$ cat src/hw/rtl/kcc_pkg.sv
// ----------------------------------------------------------------------------
// kcc_pkg: shared types and constants for the keypad click classifier
// Word layouts, event kinds, register map and the key priority decoder.
// ----------------------------------------------------------------------------
`default_nettype none

package kcc_pkg;

	// Event kinds reported with each result word.
	typedef enum logic [1:0] {
		KIND_SINGLE = 2'd0,
		KIND_DOUBLE = 2'd1,
		KIND_LONG   = 2'd2
	} press_kind_t;

	// Register indexes on the configuration port (byte address is 4 * index).
	localparam logic [1:0] REG_LONG_PRESS    = 2'd0;
	localparam logic [1:0] REG_SINGLE_DELAY  = 2'd1;
	localparam logic [1:0] REG_DEBOUNCE_REL  = 2'd2;
	localparam logic [1:0] REG_RELEASE_CAP   = 2'd3;

	// Reset values of the registers and of the release counter.
	localparam logic [7:0] LONG_PRESS_RESET   = 8'd200;
	localparam logic [7:0] SINGLE_DELAY_RESET = 8'd60;
	localparam logic [4:0] DEBOUNCE_RESET     = 5'd2;
	localparam logic [7:0] RELEASE_CAP_RESET  = 8'd250;

	// Code returned when no key is down.
	localparam logic [7:0] KEY_NONE = 8'h00;

	typedef struct packed {
		logic [3:0] scan_all_high;
		logic [2:0] scan_line3_driven;
		logic [1:0] scan_line2_driven;
		logic [0:0] scan_line1_driven;
	} in_word_t;

	typedef struct packed {
		logic [7:0]  key_char;
		press_kind_t press_kind;
	} out_word_t;

	// Fixed priority decode of the four active-low snapshots.
	function automatic logic [7:0] decode_key(input in_word_t w);
		logic [7:0] key;
		key = KEY_NONE;
		if (!w.scan_all_high[3]) key = 8'h61;          // 'a'
		else if (!w.scan_all_high[2]) key = 8'h39;     // '9'
		else if (!w.scan_all_high[1]) key = 8'h38;     // '8'
		else if (!w.scan_all_high[0]) key = 8'h37;     // '7'
		else if (!w.scan_line3_driven[2]) key = 8'h36; // '6'
		else if (!w.scan_line3_driven[1]) key = 8'h35; // '5'
		else if (!w.scan_line3_driven[0]) key = 8'h34; // '4'
		else if (!w.scan_line2_driven[1]) key = 8'h33; // '3'
		else if (!w.scan_line2_driven[0]) key = 8'h32; // '2'
		else if (!w.scan_line1_driven[0]) key = 8'h31; // '1'
		return key;
	endfunction

endpackage

`default_nettype wire

$ cat src/hw/rtl/keypad_click_classifier.sv
// ----------------------------------------------------------------------------
// keypad_click_classifier: single, double and long press detector
// Decodes one scan word per tick and classifies key activity into events.
// ----------------------------------------------------------------------------
// Usage. Each input word carries the four active-low scan snapshots of one
// timer tick. The word is captured in an input register, and from there
// short logic updates the press and release counters and, when an
// event occurs, loads a result word (key code and event kind) into the
// output register. A tick produces zero or one result word.
// out_valid rises once the word leaves the input register with an event.
// One word is accepted every cycle while in_stall is low; the output
// register decouples the two channels, so a new word is taken while a
// finished result still waits. in_stall rises only when the input register
// holds a word that produces an event while the output register is full
// and stalled; words that produce no event pass through even then. Reset
// clears both registers, restores the counters (press count zero, release
// count at the cap) and the configuration registers to their defaults. The
// user must write the configuration port only while the block is idle; the
// block itself does not enforce it. pready is always high.
// ----------------------------------------------------------------------------
`default_nettype none

module keypad_click_classifier (
	input  wire logic                 clk,
	input  wire logic                 arst_n,
	input  wire logic                 in_valid,
	output logic                      in_stall,
	input  wire kcc_pkg::in_word_t    in_data,
	output logic                      out_valid,
	input  wire logic                 out_stall,
	output kcc_pkg::out_word_t        out_data,
	input  wire logic                 psel,
	input  wire logic                 penable,
	input  wire logic                 pwrite,
	input  wire logic [3:0]           paddr,
	input  wire logic [31:0]          pwdata,
	output logic [31:0]               prdata,
	output logic                      pready
);

	// Configuration registers.
	logic [7:0] long_press_q;
	logic [7:0] single_delay_q;
	logic [4:0] debounce_q;
	logic [7:0] release_cap_q;

	// Classifier state.
	logic [7:0] press_count_q;
	logic [7:0] release_count_q;
	logic [7:0] last_key_q;

	// Input register stage.
	logic              valid_s1;
	kcc_pkg::in_word_t word_s1;

	// Output register.
	logic               out_valid_q;
	kcc_pkg::out_word_t out_word_q;

	// Combinational results of the single pass.
	logic                 key_down;
	logic [7:0]           key;
	logic [7:0]           press_inc;
	logic [8:0]           release_inc;
	logic [7:0]           press_next;
	logic [7:0]           release_next;
	logic                 emit;
	kcc_pkg::press_kind_t kind;
	logic                 out_free;
	logic                 advance;
	logic                 cfg_write;

	assign pready    = 1'b1;
	assign cfg_write = psel && penable && pwrite;

	// Register writes. Values wider than a field are truncated to it.
	always_ff @(posedge clk or negedge arst_n) begin
		if (!arst_n) begin
			long_press_q   <= kcc_pkg::LONG_PRESS_RESET;
			single_delay_q <= kcc_pkg::SINGLE_DELAY_RESET;
			debounce_q     <= kcc_pkg::DEBOUNCE_RESET;
			release_cap_q  <= kcc_pkg::RELEASE_CAP_RESET;
		end else if (cfg_write) begin
			case (paddr[3:2])
				kcc_pkg::REG_LONG_PRESS:   long_press_q   <= pwdata[7:0];
				kcc_pkg::REG_SINGLE_DELAY: single_delay_q <= pwdata[7:0];
				kcc_pkg::REG_DEBOUNCE_REL: debounce_q     <= pwdata[4:0];
				kcc_pkg::REG_RELEASE_CAP:  release_cap_q  <= pwdata[7:0];
				default: ;
			endcase
		end
	end

	// Register reads return the value zero-extended to the data width.
	always_comb begin
		case (paddr[3:2])
			kcc_pkg::REG_LONG_PRESS:   prdata = {24'd0, long_press_q};
			kcc_pkg::REG_SINGLE_DELAY: prdata = {24'd0, single_delay_q};
			kcc_pkg::REG_DEBOUNCE_REL: prdata = {27'd0, debounce_q};
			kcc_pkg::REG_RELEASE_CAP:  prdata = {24'd0, release_cap_q};
			default:                   prdata = 32'd0;
		endcase
	end

	// The input register drains whenever its word either produces no event
	// or the output register can take the event.
	assign out_free = !out_valid_q || !out_stall;
	assign advance  = valid_s1 && (!emit || out_free);
	assign in_stall = valid_s1 && !advance;

	always_ff @(posedge clk or negedge arst_n) begin
		if (!arst_n) begin
			valid_s1 <= 1'b0;
		end else if (!in_stall) begin
			valid_s1 <= in_valid;
		end
	end

	always_ff @(posedge clk) begin
		if (in_valid && !in_stall) begin
			word_s1 <= in_data;
		end
	end

	// Classification of the registered tick against the current counters.
	always_comb begin
		key          = kcc_pkg::decode_key(word_s1);
		key_down     = (key != kcc_pkg::KEY_NONE);
		press_inc    = press_count_q + 8'd1;
		release_inc  = {1'b0, release_count_q} + 9'd1;
		press_next   = press_count_q;
		release_next = release_count_q;
		emit         = 1'b0;
		kind         = kcc_pkg::KIND_SINGLE;
		if (key_down) begin
			press_next = press_inc;
			if (press_inc == 8'd1) begin
				// First tick of a press: just count it.
			end else if (press_inc == 8'd2) begin
				if (release_count_q < single_delay_q) begin
					// Second press inside the double window.
					emit         = 1'b1;
					kind         = kcc_pkg::KIND_DOUBLE;
					press_next   = long_press_q + 8'd1;
					release_next = single_delay_q + 8'd1;
				end else begin
					release_next = 8'd0;
				end
			end else if (press_inc == long_press_q) begin
				// Long press; stepping back one count makes it repeat.
				emit         = 1'b1;
				kind         = kcc_pkg::KIND_LONG;
				release_next = single_delay_q + 8'd1;
				press_next   = long_press_q - 8'd1;
			end
		end else begin
			if (release_inc >= {1'b0, release_cap_q}) begin
				release_next = release_cap_q;
			end else begin
				release_next = release_inc[7:0];
				if (release_inc >= {4'd0, debounce_q}) begin
					press_next = 8'd0;
					if (release_inc == {1'b0, single_delay_q}) begin
						emit = 1'b1;
						kind = kcc_pkg::KIND_SINGLE;
					end
				end
			end
		end
	end

	always_ff @(posedge clk or negedge arst_n) begin
		if (!arst_n) begin
			press_count_q   <= 8'd0;
			release_count_q <= kcc_pkg::RELEASE_CAP_RESET;
			last_key_q      <= kcc_pkg::KEY_NONE;
		end else if (advance) begin
			press_count_q   <= press_next;
			release_count_q <= release_next;
			if (key_down) begin
				last_key_q <= key;
			end
		end
	end

	// Output register: loads on an event, clears once the word is taken.
	always_ff @(posedge clk or negedge arst_n) begin
		if (!arst_n) begin
			out_valid_q <= 1'b0;
		end else if (out_free) begin
			out_valid_q <= advance && emit;
		end
	end

	always_ff @(posedge clk) begin
		if (advance && emit) begin
			out_word_q.key_char   <= key_down ? key : last_key_q;
			out_word_q.press_kind <= kind;
		end
	end

	assign out_valid = out_valid_q;
	assign out_data  = out_word_q;

	// The input side only backs up when a held word has an event to deliver.
	assert property (@(posedge clk) disable iff (!arst_n)
		in_stall |-> (valid_s1 && emit && out_valid_q && out_stall))
		else $error("input stalled without a blocked event");

	// An event that leaves the input register shows up as a result word.
	assert property (@(posedge clk) disable iff (!arst_n)
		(advance && emit) |=> out_valid_q)
		else $error("event lost on its way to the output register");

	// A double sets the press count to one above the long threshold.
	assert property (@(posedge clk) disable iff (!arst_n)
		(advance && emit && kind == kcc_pkg::KIND_DOUBLE)
			|=> (press_count_q == $past(long_press_q) + 8'd1))
		else $error("press count not moved past threshold after a double");

	// Release counting never passes the cap while the cap is unchanged.
	assert property (@(posedge clk) disable iff (!arst_n)
		(advance && !key_down && release_count_q <= release_cap_q && !cfg_write)
			|=> (release_count_q <= release_cap_q))
		else $error("release count went beyond its cap");

endmodule

`default_nettype wire
$ cat config.mk
export PLATFORM = sky130hd
export DESIGN_NAME = keypad_click_classifier
export DESIGN_NICKNAME = d
export VERILOG_FILES = /design/src/hw/rtl/kcc_pkg.sv /design/src/hw/rtl/keypad_click_classifier.sv
export SDC_FILE = /design/constraint.sdc
export NUM_CORES = 1
export LEC_CHECK = 0
export BUFFER_PORTS_ARGS = -buffer_cell sky130_fd_sc_hd__buf_2
export CORE_UTILIZATION = 25
export CTS_CLUSTER_SIZE = 12
export DETAILED_ROUTE_END_ITERATION = 8
export PLACE_DENSITY = 0.52
export SLEW_MARGIN = 20
export SYNTH_ARGS = -nofsm -noshare
export SYNTH_HDL_FRONTEND = slang
export SYNTH_SLANG_ARGS = --single-unit
$ cat constraint.sdc
create_clock -name clk -period 9.2 [get_ports clk]
set_clock_uncertainty 0.1 [all_clocks]
set_input_delay 1.38 -clock clk [delete_from_list [all_inputs] [get_ports clk]]
set_output_delay 1.38 -clock clk [all_outputs]
set_load 0.03 [all_outputs]
* Yosys cells after proc, flatten, opt, wreduce, memory -nomap -nowiden
Index checks and enable logic that the tools add are counted.
** Storage, ports and cells
- Flip-flop bits (word level) :: 75
- Bits of input ports :: 53
- Output and inout bits :: 45
- Logic and storage cells :: 93
** Cells by class
- Add/subtract/negate cells :: 5
- Magnitude comparators :: 3
- Equal/unequal tests :: 10
- Muxes and demuxes :: 36
- Bitwise operators :: 1
- Reductions and logical operators :: 23
** Operator list (number)
- one-hot mux 32 bit (4 select lines) :: 1
- two-way mux 8 bit :: 14
- two-way mux 6 bit :: 9
- adder 8 x 1 -> 8 bit (second input constant) :: 3
- adder 8 x 1 -> 9 bit (second input constant) :: 1
- equality test 9 x 8 -> 1 bit :: 1
- greater-or-equal comparator 9 x 5 -> 1 bit :: 1
- greater-or-equal comparator 9 x 8 -> 1 bit :: 1
- two-way mux 1 bit :: 9
- equality test 8 x 1 -> 1 bit (second input constant) :: 1
- equality test 8 x 2 -> 1 bit (second input constant) :: 1
- equality test 8 bit :: 1
- less-than comparator 8 bit :: 1
- AND reduction 2 bit :: 4
- nonzero test 8 bit :: 1
- subtractor 8 x 1 -> 8 bit (second input constant) :: 1
- two-way mux 7 bit :: 1
- logical AND 1 bit :: 6
- AND reduction 3 bit :: 2
- zero test 1 bit :: 5
- equality test 2 bit (second input constant) :: 2
- two-way mux 2 bit :: 2
- inequality test 2 bit (second input constant) :: 2
- inequality test 3 x 1 -> 1 bit (second input constant) :: 1
- 6 further kinds :: 7

* Depth between registers and ports, before layout
Gate-level depths: netlist of the first run.
- Depth in word-level cells :: 19
- Mapped depth :: 14
- Depth with buffers taken out :: 12

* Worst setup path before layout of the first run
OpenSTA, ideal clock, no wires.
- Kind :: flip-flop to output port
- From :: register release_count_q[1]
- To :: output in_stall
- Data arrival time :: 3.601 ns
- Required time :: 7.720 ns
- Setup slack :: 4.119 ns
- Stages on the path, launching flop included :: 13
- Cell sequence :: dfstp_2 -> ha_1 -> nand3_1 -> xnor2_1 -> ha_1 -> and3_1 -> o21ai_0 -> o211ai_1 -> o31ai_1 -> nand2_1 -> clkbuf_1 -> o21a_1 -> nor3b_1
** On the way
- Word-level cells in the longest chain between the ends :: 11
** RTL lines
- start: declaration :: RTL line keypad_click_classifier.sv:49 : logic [7:0] release_count_q;
- start signal: assignment :: RTL line keypad_click_classifier.sv:175 : release_count_q <= kcc_pkg::RELEASE_CAP_RESET;
- start signal: assignment :: RTL line keypad_click_classifier.sv:179 : release_count_q <= release_next;
- branches (longest 5 deep; another with adder 8 x 1 -> 9 bit)
- two-way mux 1 bit (*) :: RTL line keypad_click_classifier.sv:135 : if (key_down) begin
- zero test 1 bit (*) :: RTL line keypad_click_classifier.sv:108 : assign advance = valid_s1 && (!emit || out_free);
- logical OR 1 bit (*) :: RTL line keypad_click_classifier.sv:108
- logical AND 1 bit (*) :: RTL line keypad_click_classifier.sv:108
- zero test 1 bit (*) :: RTL line keypad_click_classifier.sv:109 : assign in_stall = valid_s1 && !advance;
- logical AND 1 bit (*) :: RTL line keypad_click_classifier.sv:109
- end: declaration :: RTL line keypad_click_classifier.sv:27 : output logic in_stall,
Mark *: on every way between the ends.

* Worst setup path in the final report of the first run
Ends and elaborated chain as after synthesis.

==> results.json, run 1 <==
{
  "synth_compound_area_share_pct": 14.8,
  "cap_violations": 0,
  "antenna_found_initial": 0,
  "start_util_pct": 25.9,
  "cts_hold_buffers": 0,
  "max_freq_mhz": 170,
  "boundaryPins": 98,
  "gr-total-overflow": 0,
  "n_antenna_cell": 0,
  "grt_pass1_vias": 3884,
  "grt_use_total_pct": 13.4,
  "drive_gt1_share_pct": 23.0,
  "syn2layout_area_growth_pct": 13.3,
  "crit_type": "reg2out",
  "vdd_ir_drop_max_mv": 0.116,
  "yosysSeqAreaShare_pct": 37.7,
  "cts_made_buffers": 9,
  "whs_ns": 0.374,
  "cp.required_ns": 7.72,
  "cp_cell_sequence": "ha_1, nand3_1, xnor2_1, ha_1, a21o_1, o21ai_0, o211ai_1, o31ai_1, nand2_1, o21a_1, nor3b_1, buf_2",
  "avgSynthCellArea_um2": 9.62,
  "die_area_um2": 21800,
  "postCtsSetupBuffers": 0,
  "coreArea_um2": 20500,
  "via_per_inst": 4.92,
  "place_congestion": 0.869,
  "leakagePower_nw": 2.44,
  "drt_iter0_drc": 352,
  "dr.pass1.iters": 5,
  "rsz0062_at_grt": "false",
  "setup_tns_ns": 0,
  "wl_per_cell_um": 16.4,
  "rows": 52,
  "cts_tree": "yes",
  "port_buffers": 46,
  "synth_warnings": 0,
  "slew_headroom_pct": 37.9,
  "vias": 4232,
  "ys_types": 73,
  "antenna_left": 0,
  "dp_hpwl_um": 10600,
  "crit_arrival_ns": 4.41,
  "crit_family": "compound AO/OA/AOI/OAI gates",
  "powerDensity_nw_per_um2": 278,
  "synth-edff-count": 20,
  "tightest_slew_ns": 0.926,
  "die_h_um": 148,
  "cts_resized": 0,
  "crit_top_cell": "ha_1",
  "drc": 0,
  "slowest_delay_ns": 0.56,
  "routed_wl_um": 14100,
  "async_flop_share_pct": 73.3,
  "worst_hold_path_type": "reg2reg",
  "num-fill-cells": 2191,
  "cts_sinks": 75,
  "slew_viol_final": 0,
  "synth_top_family_by_area": "simple AND/OR/NAND/NOR gates",
  "grt_max_degree": 56,
  "synthXorXnorAreaFrac_pct": 5.37,
  "num-nets-final": 666,
  "post-route-period-util_pct": 64.0,
  "layout_commonest_cell": "nand2_1",
  "clk_latency_ns": 0.35,
  "die_width_um": 148,
  "hold_violations": 0,
  "cp-start-kind": "flip-flop",
  "synth-adder-area-share_pct": 6.36,
  "worstSetupEndpointType": "output port",
  "clk_pin_slew_ns": 0.06,
  "ys.flop_type": "dfrtp_1",
  "period_needed_ns": 5.89,
  "synth_simple_gate_area_share_pct": 16.4,
  "cp.buffers_inverters": 1,
  "root_buffer": "clkbuf_16",
  "synthCells": 552,
  "cts_max_level": 3,
  "grt_first_pass_wirelength_um": 22400,
  "setup_viol": 0,
  "cts_buffer_depth": 2,
  "muxShareOfSynthArea_pct": 11.4,
  "synth-seq-cells": 75,
  "critPathMaxFanout": 11,
  "synthesis.area_um2": 5310,
  "final_cell_mix": "nand2_1 (57), buf_2 (46), dfrtp_1 (35)",
  "status": "completed",
  "crit_slowest_cell": "dfstp_2"
}
==> metrics by stage <==
| stage | power, mW | area [µm²] | cells | worst slack, ns | util [%] |
|---|---|---|---|---|---|
| after floorplan | 1.12 | 5400 | 575 | 4.12 | - |
| after detailed placement | 1.30 | 5700 | 845 | 3.74 | 27.8 |
| after CTS | 1.68 | 6020 | 861 | 3.34 | 29.4 |
| after global placement | 1.29 | 5700 | 845 | 3.76 | 27.8 |
| after global routing | 1.80 | 6020 | 861 | 3.01 | 29.4 |
| final | 1.67 | 6020 | 861 | 3.31 | 29.4 |
==> sequential cells by signal, indices dropped and copies added (netlist names) <==
| signal | cells |
|---|---|
| out_valid | 1 |
| press_count_q | 8 |
| single_delay_q | 8 |
| last_key_q | 8 |
| release_cap_q | 8 |
| valid_s1 | 1 |
| release_count_q | 8 |
| word_s1 | 10 |
| debounce_q | 5 |
| long_press_q | 8 |
| out_data | 10 |
==> power by group <==
group          internal (mW)  total, mW  switching [mW]
clock                  0.220      0.375           0.155
sequential             0.437      0.569           0.131
combinational          0.316      0.729           0.413
==> kinds of logic (layout without fill, tap and decap cells) <==
logic type                 after synthesis  count (layout)
AOI/OAI and AO/OA                      113             113
buffers and inverters                   80              96
adders and majority gates               27              27
other                                    2              25
and+or+nand+nor                        175             175
DFF                                     75              75
muxes                                   49              49
xor gates and xnor gates                31              31
==> synthesized netlist by cell type (3+ instances only) <==
cell type   n  share of area, %
a211oi_1    5              0.71
a21boi_0    3              0.42
a21o_1      3              0.42
a21oi_1     9              0.85
a31oi_1     5              0.59
and2_1      5              0.59
and3_1      5              0.59
buf_2       3              0.28
buf_4      25               3.5
clkbuf_1   19               1.3
dfrtp_1    35                16
dfstp_2    20               9.9
edfxtp_1   20                11
ha_1       27               6.4
inv_1      28               2.0
mux2_2     28               5.9
mux2i_1    13               2.5
mux4_2      5               2.1
nand2_1    57               4.0
nand2b_1    7              0.82
nand3_1    24               2.3
nand4_1     7              0.82
nor2_1     24               1.7
nor2b_1     5              0.59
nor3_1     15               1.4
nor4_1      8              0.94
o211ai_1    5              0.71
o21a_1      3              0.42
o21ai_0    31               2.9
o221ai_1    4              0.66
o22ai_1     9               1.1
o31ai_1     8               1.1
or3_1       4              0.47
xnor2_1    23               3.8
xor2_1      7               1.2
==> cell type report <==
| cell class | instances | area (µm²) | share of cell area, % |
|---|---|---|---|
| timing repair buffer | 52 | 275 | 4.58 |
| inverter | 28 | 105 | 1.75 |
| multi-input combinational | 420 | 2980 | 49.6 |
| clock buffer | 10 | 239 | 3.97 |
| tap | 270 | 338 | 5.62 |
| sequential | 75 | 2000 | 33.3 |
| clock inverter | 6 | 72.6 | 1.21 |
==> final timing paths <==
kind	startpoint	end	slack [ns]	cells after the start
worst max-delay path	release_count_q[1]	in_stall	3.31	12
worst min-delay path	last_key_q[5]	last_key_q[5]	0.37	1
worst max register to register	release_count_q[1]	out_data[0]	4.21	12
worst min register to register	last_key_q[5]	last_key_q[5]	0.37	1
max in group asynchronous	arst_n	press_count_q[3]	7.44	2
min in group asynchronous	arst_n	release_count_q[2]	1.08	2
==> layer usage <==
layer,up-vias,global-route usage [%],part of all wire (%)
met5,-,0,0
met4,0,3.56,0.94
met3,9,2.10,4.3
met2,113,19.8,44
met1,2063,20.2,51
li1,2047,-,-
No activity file was read; power rests on OpenSTA's default activity.
==> inputs of run 2 (changes only) <==
--- a/config.mk
+++ b/config.mk
@@ -5,11 +5,12 @@
 export SDC_FILE = /design/constraint.sdc
 export NUM_CORES = 1
 export LEC_CHECK = 0
+export ABC_AREA = 1
 export BUFFER_PORTS_ARGS = -buffer_cell sky130_fd_sc_hd__buf_2
 export CORE_UTILIZATION = 25
 export CTS_CLUSTER_SIZE = 12
 export DETAILED_ROUTE_END_ITERATION = 8
-export PLACE_DENSITY = 0.52
+export PLACE_DENSITY = 0.54
 export SLEW_MARGIN = 20
 export SYNTH_ARGS = -nofsm -noshare
 export SYNTH_HDL_FRONTEND = slang
==> constraint.sdc (replaced) <==
create_clock -name clk -period 4.86 [get_ports clk]
set_clock_uncertainty 0.1 [all_clocks]
set_input_delay 0.729 -clock clk [delete_from_list [all_inputs] [get_ports clk]]
set_output_delay 0.729 -clock clk [all_outputs]
set_load 0.03 [all_outputs]
==> run 2 against run 1 <==
- power rose by 80%
- worst setup slack got worse by 2.6 ns
- clock power up 66%
- critical path depth up 6
- wire length decreased by 6.7%
- sequential cell count is the same
- core utilization shrank 0.50 points
- synthesized cell count rose by 32%
- critical endpoint unchanged
==> results.json, run 2 <==
{
  "setup_viol": 0,
  "coreArea_um2": 21000,
  "place_congestion": 0.795,
  "cts_resized": 0,
  "leakagePower_nw": 2.99,
  "crit_type": "reg2out",
  "drc": 0,
  "post-route-period-util_pct": 85.0,
  "utilization_pct": 28.8,
  "wl_per_cell_um": 12.5,
  "whs_ns": 0.368,
  "cts_made_buffers": 9,
  "port_buffers": 46,
  "synth-edff-count": 20,
  "status": "completed",
  "cts_buffer_depth": 2,
  "final_area_um2": 6060,
  "synth_warnings": 0,
  "synthesis.area_um2": 5370,
  "ys_top_cells_by_count": "nand2_1 (226), inv_1 (93), nand3_1 (60)",
  "synth_most_common_cell": "nand2_1",
  "setup_tns_ns": 0,
  "cts_tree": "yes",
  "hold_violations": 0,
  "max_freq_mhz": 242,
  "grt_use_total_pct": 12.9,
  "die_area_um2": 22100,
  "grt_max_degree": 56,
  "pre_cts_ws_ns": 1.06,
  "worst_hold_path_type": "reg2reg",
  "slew_headroom_pct": 51.0,
  "vdd_ir_drop_max_mv": 0.190,
  "die_h_um": 148,
  "die_width_um": 148,
  "cp-start-kind": "flip-flop",
  "synth_area_leaders": "dfrtp_1 (16%), nand2_1 (16%), edfxtp_1 (11%)",
  "rows": 53,
  "worstSetupEndpointType": "output port",
  "synthCells": 728,
  "root_buffer": "clkbuf_16",
  "yosysSeqAreaShare_pct": 37.3,
  "cts_sinks": 75,
  "cts_hold_buffers": 0,
  "start_util_pct": 25.5,
  "num-fill-cells": 2274,
  "clk_latency_ns": 0.34,
  "placed_area_um2": 5800,
  "drive_gt1_share_pct": 16.0,
  "async_flop_share_pct": 73.3,
  "setup_slack_ns": 0.729,
  "layout_commonest_cell": "nand2_1",
  "critPathMaxFanout": 8,
  "tightest_slew_ns": 0.735,
  "synth-seq-cells": 75,
  "crit_arrival_ns": 3.30,
  "syn2layout_area_growth_pct": 13.0,
  "clk_pin_slew_ns": 0.06,
  "dr.pass1.iters": 4,
  "antenna_found_initial": 0,
  "n_antenna_cell": 0,
  "slew_viol_final": 0,
  "cap_violations": 0,
  "via_per_inst": 4.26,
  "antenna_left": 0,
  "vias": 4477,
  "grt_pass1_vias": 4294,
  "yosysTopAreaCell": "dfrtp_1",
  "routed_wl_um": 13100,
  "cp.required_ns": 4.03,
  "num-nets-final": 852,
  "period_needed_ns": 4.13,
  "ys.flop_type": "dfrtp_1",
  "final_cell_mix": "nand2_1 (226), inv_1 (93), nand3_1 (60)",
  "gr-total-overflow": 0,
  "grt_first_pass_wirelength_um": 22200,
  "dp_hpwl_um": 10300,
  "cts_max_level": 3,
  "netlist.area_leader.share_pct": 16.3,
  "ys_types": 39,
  "avgSynthCellArea_um2": 7.37,
  "drt_iter0_drc": 217,
  "powerDensity_nw_per_um2": 497,
  "boundaryPins": 98,
  "postCtsSetupBuffers": 0,
  "rsz0062_at_grt": "false"
}
## run 2: through the flow
stage	power (mW)	cells
after global placement	2.39	1036
after CTS	3.05	1052
after global routing	3.31	1052
after floorplan	2.08	751
after detailed placement	2.41	1036
final	3.01	1052
## run 2: power by group
part / leakage (nW) / switching (mW) / internal (mW) / total, mW
Clock: 0.121 / 0.280 / 0.342 / 0.623
Sequential: 0.837 / 0.180 / 0.816 / 0.996
Combinational: 2.04 / 0.897 / 0.498 / 1.40
## run 2: cell type report
cell class,count,area (µm²),share of cell area [%]
clock buffers,9,225,3.71
clock inverters,7,42.5,0.701
inverters,98,369,6.09
multi-input cells,538,2820,46.5
flip-flops and latches,75,2000,33.0
well taps,275,344,5.67
repair buffers,50,260,4.29
## run 2: worst max-delay path: stages (launching register included)
cell      delay [ns]
dfstp_2         0.58
ha_1            0.21
nand3_2         0.16
xnor2_1         0.31
ha_1            0.30
nand2_1         0.08
nor2_1          0.04
nor2_1          0.08
nand3_1         0.09
nand2_1         0.06
nand3b_1        0.08
nand2_2         0.15
nand2_1         0.09
nor2_1          0.13
nand2_2         0.09
nand2_4         0.10
nand3_1         0.13
inv_1           0.08
buf_2           0.19
## run 2: final timing paths
kind	from	to	slack, ns	depth (start not counted)
setup / recovery	release_count_q[1]	in_stall	0.73	18
hold / removal	last_key_q[5]	last_key_q[5]	0.37	2
setup reg to reg	release_count_q[1]	word_s1[9]	1.46	18
hold reg to reg	last_key_q[5]	last_key_q[5]	0.37	2
max in group asynchronous	arst_n	last_key_q[7]	3.75	2
min in group asynchronous	arst_n	release_count_q[0]	0.43	2
## run 2: layer usage
metal / track usage [%] / part of all wire (%) / up-vias
met5: 0 / 0 / -
met4: 2.63 / 0.62 / 0
met3: 2.91 / 3.1 / 7
met2: 21.1 / 47 / 57
met1: 17.4 / 49 / 2033
li1: - / - / 2380
## run 2: cell families after synthesis
logic type               synth area share (%)
AND/OR/NAND/NOR                          32.2
buffers and inverters                    11.7
AO/OA/AOI/OAI                            9.21
flip-flops                               37.3
adder cells (fa/ha/maj)                  6.30
XOR/XNOR                                 3.10
other                                   0.140
